===== src/sv/dq_pkg.sv =====
// Package for the bounded double-ended queue.
// Holds sizes, operation and status codes, transaction structs and ring arithmetic.
// Used by every module of the block; depends on nothing.
package dq_pkg;

  // Store depth and the widths that follow from it.
  localparam int DEPTH = 16;
  localparam int IDX_W = (DEPTH > 1) ? $clog2(DEPTH) : 1;
  localparam int CNT_W = $clog2(DEPTH + 1);
  localparam int DATA_W = 32;

  // Depth as a vector one bit wider than a ring index.
  localparam logic [IDX_W:0] DEPTH_EXT = (IDX_W + 1)'(DEPTH);
  // Depth as an occupancy value.
  localparam logic [CNT_W-1:0] DEPTH_CNT = CNT_W'(DEPTH);

  // Operation codes of a request; the remaining codes are ignored.
  typedef enum logic [2:0] {
    OP_PUSH_FRONT = 3'd0,
    OP_PUSH_BACK  = 3'd1,
    OP_POP_FRONT  = 3'd2,
    OP_POP_BACK   = 3'd3,
    OP_DUMP       = 3'd4
  } op_t;

  // Status codes of a result.
  typedef enum logic [1:0] {
    ST_POP   = 2'd0,
    ST_DUMP  = 2'd1,
    ST_EMPTY = 2'd2,
    ST_FULL  = 2'd3
  } status_t;

  // Request transaction.
  typedef struct packed {
    logic [2:0]               op;
    logic signed [DATA_W-1:0] value;
  } dq_request_t;

  // Result transaction.
  typedef struct packed {
    status_t                  status;
    logic signed [DATA_W-1:0] item;
    logic                     last;
  } dq_result_t;

  // Controller states.
  typedef enum logic [1:0] {
    S_IDLE,
    S_EXEC,
    S_DUMP
  } state_t;

  // Commands from the controller to the datapath.
  typedef struct packed {
    logic load_req;
    logic push_front;
    logic push_back;
    logic pop_front;
    logic pop_back;
    logic dump_step;
    logic err_full;
    logic err_empty;
  } dq_cmd_t;

  // Status from the datapath to the controller.
  typedef struct packed {
    logic [2:0] op;
    logic       full;
    logic       empty;
    logic       dump_end;
  } dq_stat_t;

  // Ring position base + offset, both below DEPTH, wrapped into the store.
  function automatic logic [IDX_W-1:0] ring_add(input logic [IDX_W-1:0] base,
                                               input logic [IDX_W-1:0] offset);
    logic [IDX_W:0] sum;
    sum = {1'b0, base} + {1'b0, offset};
    if (sum >= DEPTH_EXT) begin
      sum = sum - DEPTH_EXT;
    end
    return sum[IDX_W-1:0];
  endfunction

endpackage


===== src/sv/dq_ctrl.sv =====
// Controller state machine of the double-ended queue.
// Decodes the latched operation and sequences the datapath.
// Depends on dq_pkg.
module dq_ctrl (
  input  logic             clk,
  input  logic             rst,
  input  logic             start,
  output logic             busy,
  input  dq_pkg::dq_stat_t stat,
  output dq_pkg::dq_cmd_t  cmd
);

  dq_pkg::state_t state;
  dq_pkg::state_t state_next;

  // State register.
  always_ff @(posedge clk) begin
    if (rst) begin
      state <= dq_pkg::S_IDLE;
    end else begin
      state <= state_next;
    end
  end

  // Next state logic.
  always_comb begin
    state_next = state;
    unique case (state)
      dq_pkg::S_IDLE: begin
        if (start) begin
          state_next = dq_pkg::S_EXEC;
        end
      end
      dq_pkg::S_EXEC: begin
        state_next = dq_pkg::S_IDLE;
        if (stat.op == dq_pkg::OP_DUMP && !stat.empty && !stat.dump_end) begin
          state_next = dq_pkg::S_DUMP;
        end
      end
      dq_pkg::S_DUMP: begin
        if (stat.dump_end) begin
          state_next = dq_pkg::S_IDLE;
        end
      end
      default: state_next = dq_pkg::S_IDLE;
    endcase
  end

  // Output logic: commands to the datapath.
  always_comb begin
    cmd  = '0;
    busy = 1'b1;
    unique case (state)
      dq_pkg::S_IDLE: begin
        busy         = 1'b0;
        cmd.load_req = start;
      end
      dq_pkg::S_EXEC: begin
        unique case (stat.op)
          dq_pkg::OP_PUSH_FRONT: begin
            cmd.err_full   = stat.full;
            cmd.push_front = !stat.full;
          end
          dq_pkg::OP_PUSH_BACK: begin
            cmd.err_full  = stat.full;
            cmd.push_back = !stat.full;
          end
          dq_pkg::OP_POP_FRONT: begin
            cmd.err_empty = stat.empty;
            cmd.pop_front = !stat.empty;
          end
          dq_pkg::OP_POP_BACK: begin
            cmd.err_empty = stat.empty;
            cmd.pop_back  = !stat.empty;
          end
          dq_pkg::OP_DUMP: begin
            cmd.dump_step = !stat.empty;
          end
          default: cmd = '0;
        endcase
      end
      dq_pkg::S_DUMP: begin
        cmd.dump_step = 1'b1;
      end
      default: cmd = '0;
    endcase
  end

endmodule


===== src/sv/dq_datapath.sv =====
// Datapath of the double-ended queue: ring store, front pointer, occupancy,
// dump counter and the result register. Depends on dq_pkg.
module dq_datapath (
  input  logic                clk,
  input  logic                rst,
  input  dq_pkg::dq_request_t request,
  input  dq_pkg::dq_cmd_t     cmd,
  output dq_pkg::dq_stat_t    stat,
  output dq_pkg::dq_result_t  result,
  output logic                result_valid
);

  logic [dq_pkg::DATA_W-1:0] mem [dq_pkg::DEPTH];

  logic [2:0]                op_q;
  logic [dq_pkg::DATA_W-1:0] value_q;
  logic [dq_pkg::IDX_W-1:0]  front_idx;
  logic [dq_pkg::CNT_W-1:0]  occupancy;
  logic [dq_pkg::IDX_W-1:0]  dump_idx;

  logic [dq_pkg::DATA_W-1:0] item_q;
  dq_pkg::status_t           status_q;
  logic                      last_q;

  logic [dq_pkg::IDX_W-1:0]  front_dec;
  logic [dq_pkg::IDX_W-1:0]  front_inc;
  logic [dq_pkg::IDX_W-1:0]  back_pos;
  logic [dq_pkg::CNT_W-1:0]  occ_m1;
  logic [dq_pkg::CNT_W-1:0]  dump_cnt;
  logic [dq_pkg::IDX_W-1:0]  waddr;
  logic [dq_pkg::IDX_W-1:0]  raddr;
  logic                      do_write;
  logic                      do_read;

  // Ring positions derived from the pointer and the count.
  always_comb begin
    front_dec = dq_pkg::ring_add(front_idx, dq_pkg::IDX_W'(dq_pkg::DEPTH - 1));
    front_inc = dq_pkg::ring_add(front_idx, dq_pkg::IDX_W'(1));
    back_pos  = dq_pkg::ring_add(front_idx, occupancy[dq_pkg::IDX_W-1:0]);
    occ_m1    = occupancy - dq_pkg::CNT_W'(1);
    dump_cnt  = dq_pkg::CNT_W'(dump_idx) + dq_pkg::CNT_W'(1);
  end

  // Status toward the controller.
  always_comb begin
    stat.op       = op_q;
    stat.full     = (occupancy == dq_pkg::DEPTH_CNT);
    stat.empty    = (occupancy == '0);
    stat.dump_end = (dump_cnt == occupancy);
  end

  // Store addresses for this cycle.
  always_comb begin
    do_write = cmd.push_front | cmd.push_back;
    do_read  = cmd.pop_front | cmd.pop_back | cmd.dump_step;
    waddr    = cmd.push_front ? front_dec : back_pos;
    priority if (cmd.pop_front) begin
      raddr = front_idx;
    end else if (cmd.pop_back) begin
      raddr = dq_pkg::ring_add(front_idx, occ_m1[dq_pkg::IDX_W-1:0]);
    end else begin
      raddr = dq_pkg::ring_add(front_idx, dump_idx);
    end
  end

  // Request latch; the payload needs no reset.
  always_ff @(posedge clk) begin
    if (cmd.load_req) begin
      op_q    <= request.op;
      value_q <= request.value;
    end
  end

  // Ring store write port.
  always_ff @(posedge clk) begin
    if (do_write) begin
      mem[waddr] <= value_q;
    end
  end

  // Ring store read port, registered straight into the result item.
  always_ff @(posedge clk) begin
    if (do_read) begin
      item_q <= mem[raddr];
    end else if (cmd.err_full || cmd.err_empty) begin
      item_q <= '0;
    end
  end

  // Front pointer, occupancy and dump counter.
  always_ff @(posedge clk) begin
    if (rst) begin
      front_idx <= '0;
      occupancy <= '0;
      dump_idx  <= '0;
    end else begin
      if (cmd.push_front) begin
        front_idx <= front_dec;
      end else if (cmd.pop_front) begin
        front_idx <= front_inc;
      end
      if (cmd.push_front || cmd.push_back) begin
        occupancy <= occupancy + dq_pkg::CNT_W'(1);
      end else if (cmd.pop_front || cmd.pop_back) begin
        occupancy <= occ_m1;
      end
      if (cmd.load_req) begin
        dump_idx <= '0;
      end else if (cmd.dump_step) begin
        dump_idx <= dump_idx + dq_pkg::IDX_W'(1);
      end
    end
  end

  // Result strobe.
  always_ff @(posedge clk) begin
    if (rst) begin
      result_valid <= 1'b0;
    end else begin
      result_valid <= do_read | cmd.err_full | cmd.err_empty;
    end
  end

  // Result status and last flag.
  always_ff @(posedge clk) begin
    priority if (cmd.dump_step) begin
      status_q <= dq_pkg::ST_DUMP;
      last_q   <= stat.dump_end;
    end else if (cmd.err_full) begin
      status_q <= dq_pkg::ST_FULL;
      last_q   <= 1'b1;
    end else if (cmd.err_empty) begin
      status_q <= dq_pkg::ST_EMPTY;
      last_q   <= 1'b1;
    end else if (cmd.pop_front || cmd.pop_back) begin
      status_q <= dq_pkg::ST_POP;
      last_q   <= 1'b1;
    end
  end

  // Result transaction.
  always_comb begin
    result.status = status_q;
    result.item   = item_q;
    result.last   = last_q;
  end

endmodule


===== src/sv/double_ended_queue.sv =====
// Bounded double-ended queue of signed 32-bit values in a ring store.
// Usage:
//   A request transaction (op, value) is taken at a rising edge where start
//   is high and busy is low. Ops: push front, push back, pop front, pop back,
//   dump contents. Results come on result with result_valid high for one
//   cycle each; the receiver cannot stall, so every result must be taken.
// Sequencing:
//   A push or pop holds busy while it executes; its pop or error result is
//   registered as the execute state ends. A dump reads one element per
//   cycle from the single store read port, so its results arrive on
//   consecutive cycles and the block stays busy until the last is read.
//   The last result of every request that gives results has last set; a
//   push that succeeds gives none. A dump of an empty queue gives no result.
//   A new request may be accepted while the final result is on the outputs.
// Reset:
//   rst (synchronous, active high) empties the queue and clears the front
//   pointer; no clearing pass is needed, since only occupied entries are read.
// Depends on dq_pkg, dq_ctrl and dq_datapath.
module double_ended_queue (
  input  logic                clk,
  input  logic                rst,
  input  logic                start,
  output logic                busy,
  input  dq_pkg::dq_request_t request,
  output dq_pkg::dq_result_t  result,
  output logic                result_valid
);

  dq_pkg::dq_cmd_t  cmd;
  dq_pkg::dq_stat_t stat;

  // Controller.
  dq_ctrl u_ctrl (
    .clk   (clk),
    .rst   (rst),
    .start (start),
    .busy  (busy),
    .stat  (stat),
    .cmd   (cmd)
  );

  // Datapath.
  dq_datapath u_datapath (
    .clk          (clk),
    .rst          (rst),
    .request      (request),
    .cmd          (cmd),
    .stat         (stat),
    .result       (result),
    .result_valid (result_valid)
  );

endmodule


===== config.mk =====
export PLATFORM = sky130hd
export DESIGN_NAME = double_ended_queue
export DESIGN_NICKNAME = d
export VERILOG_FILES = /design/src/sv/dq_pkg.sv /design/src/sv/dq_ctrl.sv /design/src/sv/dq_datapath.sv /design/src/sv/double_ended_queue.sv
export SDC_FILE = /design/constraint.sdc
export NUM_CORES = 1
export LEC_CHECK = 0
export BUFFER_PORTS_ARGS = -buffer_cell sky130_fd_sc_hd__clkbuf_2
export CORE_MARGIN = 10
export CORE_UTILIZATION = 62
export CTS_CLUSTER_SIZE = 28
export DETAILED_ROUTE_END_ITERATION = 10
export MAX_ROUTING_LAYER = met4
export PLACE_DENSITY = 0.79
export SYNTH_ARGS = -nofsm -noshare
export SYNTH_HDL_FRONTEND = slang
export SYNTH_SLANG_ARGS = --single-unit

===== constraint.sdc =====
create_clock -name clk -period 6.72 [get_ports clk]
set_input_delay 1.008 -clock clk [delete_from_list [all_inputs] [get_ports clk]]
set_output_delay 1.008 -clock clk [all_outputs]
set_load 0.02 [all_outputs]

==> qor.yml <==
drt:
  drt-pass1-iter-count: 5
  drt_iter0_drc: 2267
  wirelength_um: 69400
  avgViaCountPerCell: 7.08
  ant_nets: 0
  drc: 0
  dr_total_vias: 16100
  avgRoutedWirePerCell_um: 30.5
critical_path:
  crit_cells: 14
  setup.worst_path.class: "flop to flop"
  critPathArrivalTime_ns: 5.26
  cp_top_family: "simple AND/OR/NAND/NOR gates"
  endpoint_kind: "flop"
  start_kind: "flop"
  reg2regPathDepth: 14
  critPathBufInv: 3
  path_max_fanout: 19
  critPathSlowestCell: "fa_2"
  crit_chain: "inv_1 -> ha_1 -> nor4b_4 -> nand3b_1 -> o21ai_0 -> ha_4 -> inv_1 -> fa_2 -> and2_1 -> buf_4 -> a21oi_1 -> o21ai_0 -> a221o_1 -> mux2i_1"
  slowest_delay_ns: 0.82
  crit_required_ns: 7.06
run:
  maxCapViolCount: 0
grt:
  antenna_found_initial: 0
  grt.busiest_layer: "met2"
  grt_use_met2: 0.426
  gr-total-overflow: 0
  grt_pass1_vias: 16400
  met1_usage: 0.351
  grt_usage: 0.270
  grt_first_pass_wirelength_um: 104000
  grt_max_degree: 65
  grt_use_met3: 0.0416
sta:
  layout_min_cycle_time_ns: 4.91
  fin_ws_ns: 1.81
  setup_tns_ns: 0
  slew_violations: 0
  period_share: 0.731
  slew_headroom: 0.124
  max_clock_freq_mhz: 204
  clock_skew_ns: 0.0156
  worstMarginPinSlew_ns: 1.31
  rsz0062_at_grt: "false"
  finalSetupViolations: 0
  hold_viol: 0
  hold_slack_ns: 0.460
logic_synthesis:
  synth_nets: 1644
  synthAdderAreaFrac: 0.00847
  avgSynthCellArea_um2: 16.9
  synth_top_area_frac: 0.648
  synthCells: 1589
  yosysWarnings: 0
  synth_xor_area_frac: 0.00777
  muxShareOfSynthArea: 0.197
  synth_area_um2: 26900
  yosys-top-cells-area: "edfxtp_1, mux4_2, mux2i_1"
  synth_ff_type: "edfxtp_1"
  yosys.area.top_type: "edfxtp_1"
  synth_seq_cells: 598
  synth-compound-area-share: 0.0779
  synthSimpleGateAreaFrac: 0.0258
  synth_enable_flop_cells: 580
  yosysSeqAreaShare: 0.661
  synth_top_family_by_area: "multiplexers"
  synth_cell_types: 59
  synthArstFlopShare: 0
clock_tree:
  postCtsHoldBufs: 0
  path_clk_slew_ns: 0.06
  cts_sinks: 598
  cts_resized: 0
  insertion_delay_ns: 0.63
  cts_tree: "built"
  cts_max_path_buffers: 3
  root_buffer: "clkbuf_16"
  cts_inserted_buffers: 58
  h-tree-depth: 2
  post_cts_buffers: 0
placement:
  io_buffers: 74
  dp_hpwl_um: 36400
  globalplace.congestion: 0.832
  preCtsSetupSlack_ns: 1.92
finish:
  n_antenna_cell: 0
  utilization: 0.697
  syn_to_final_growth_pct: 11.4
  final_nets: 1700
  fillers: 2728
  layout-drive-gt1-share: 0.278
worst_hold_path:
  min_path_type: "flop to flop"
  hold_depth: 2
power:
  vdd_ir_drop_max_mv: 0.211
  power_w: 0.00795
  powerDensity_nw_per_um2: 265
  p_leak_nw: 9.67
run_status:
  status: "finished, final reports clean"
die:
  io_pins: 75
  initial_core_util: 0.626
  die_h_um: 228
  rows: 76
  coreArea_um2: 43000
  die_area_um2: 52100
  die_w_um: 228
[metal layers]
metal  part of all wire  vias to the layer above  wire length, um
met5                  0                        -                0
met4              0.033                        0             2280
met3               0.10                      176             7080
met2               0.49                     1098            33900
met1               0.38                     8204            26200
li1                   -                     6632                -
[synthesized netlist by cell type, types with 2 or more instances]
cell type and instances:
a221o_1 31, nand3_1 4, dfxtp_1 18, a211oi_1 4, nand2b_1 6, nor2_1 36, buf_4 6, mux2i_1 131
o21ai_0 106, inv_1 11, ha_1 15, and3_1 2, o211ai_1 32, clkbuf_1 76, edfxtp_1 580, nand2_1 19
or3_1 4, buf_2 18, nand3b_1 2, nor3b_1 2, o31ai_1 2, mux2_2 100, and2_1 2, xnor2_1 14
buf_6 3, o22ai_1 65, o32a_1 2, a31oi_1 32, a22oi_1 2, xor2_1 8, buf_8 3, fa_1 2
a21o_1 2, and3b_1 2, a21oi_1 45, nor3_1 8, nor2b_1 33, buf_1 14, mux4_2 127
[final timing paths]
check | startpoint | end | slack (ns)
max | u_datapath.occupancy[1] | u_datapath.item_q[25] | 1.81
min | u_datapath.status_q[1] | u_datapath.status_q[1] | 0.46
max reg2reg | u_datapath.occupancy[1] | u_datapath.item_q[25] | 1.81
min reg2reg | u_datapath.status_q[1] | u_datapath.status_q[1] | 0.46
[report_power, final]
part | switching [W] | leakage, nW | internal, W
Combinational | 0.000183 | 3.29 | 0.000125
Sequential | 0.0000671 | 5.41 | 0.00413
Clock | 0.00138 | 0.972 | 0.00206
Total | 0.00163 | 9.67 | 0.00631
[logic make-up after synthesis]
kind of cell             Yosys count
flip-flops                       598
AO/OA/AOI/OAI                    333
XOR/XNOR                          23
AND/OR/NAND/NOR                  128
adder cells (fa/ha/maj)           17
multiplexers                     358
buffers and inverters            132
[sequential cells by signal, indices dropped and copies added, names as in the netlist]
| name | flops |
|---|---|
| u_datapath.mem | 512 |
| u_datapath.item_q | 32 |
| u_datapath.value_q | 32 |
| u_datapath.occupancy | 5 |
| u_datapath.dump_idx | 4 |
| u_datapath.front_idx | 4 |
| u_datapath.op_q | 3 |
| u_ctrl.state | 2 |
| u_datapath.status_q | 2 |
| u_datapath.last_q | 1 |
| u_datapath.result_valid | 1 |
[through the flow]
| stage | instances | area (um^2) |
|---|---|---|
| 2_1_floorplan | 1589 | 26900 |
| 3_5_place_dp | 2170 | 28000 |
| 5_1_grt | 2276 | 30000 |
| 3_3_place_gp | 2170 | 28000 |
| 4_1_cts | 2276 | 30000 |
| 6_report | 2276 | 30000 |
[placed cells by master, fill, tap and decap left out, drive strengths merged, types with 4 or more instances in the layout]
master and instances:
nand2 19, dfxtp 18, mux2i 131, xor2 8
inv 13, nor2 36, o22ai 65, xnor2 15
o21ai 107, a211oi 4, nand3 4, edfxtp 580
mux4 127, a21oi 45, nand2b 6, a221o 31
clkbuf 140, or3 4, clkinvlp 4, nor3 9
clkinv 23, o211ai 32, bufinv 12, mux2 100
ha 15, a31oi 32, nor2b 33, buf 42
[worst min-delay path, cell delays in order (launching register included)]
cell and delay (ns):
dfxtp_1 0.31, inv_1 0.05, a21oi_1 0.05
[area by class of cell]
cell class              instances  area (um^2)  area share
clock buffers                  66         1500      0.0501
repair buffers                116          698      0.0233
inverters                      12         45.0     0.00150
clock inverters                40          499      0.0167
flip-flops and latches        598        17800       0.593
multi-input cells             859         8710       0.291
well taps                     585          732      0.0244
No activity file was read; power rests on OpenSTA's default activity.
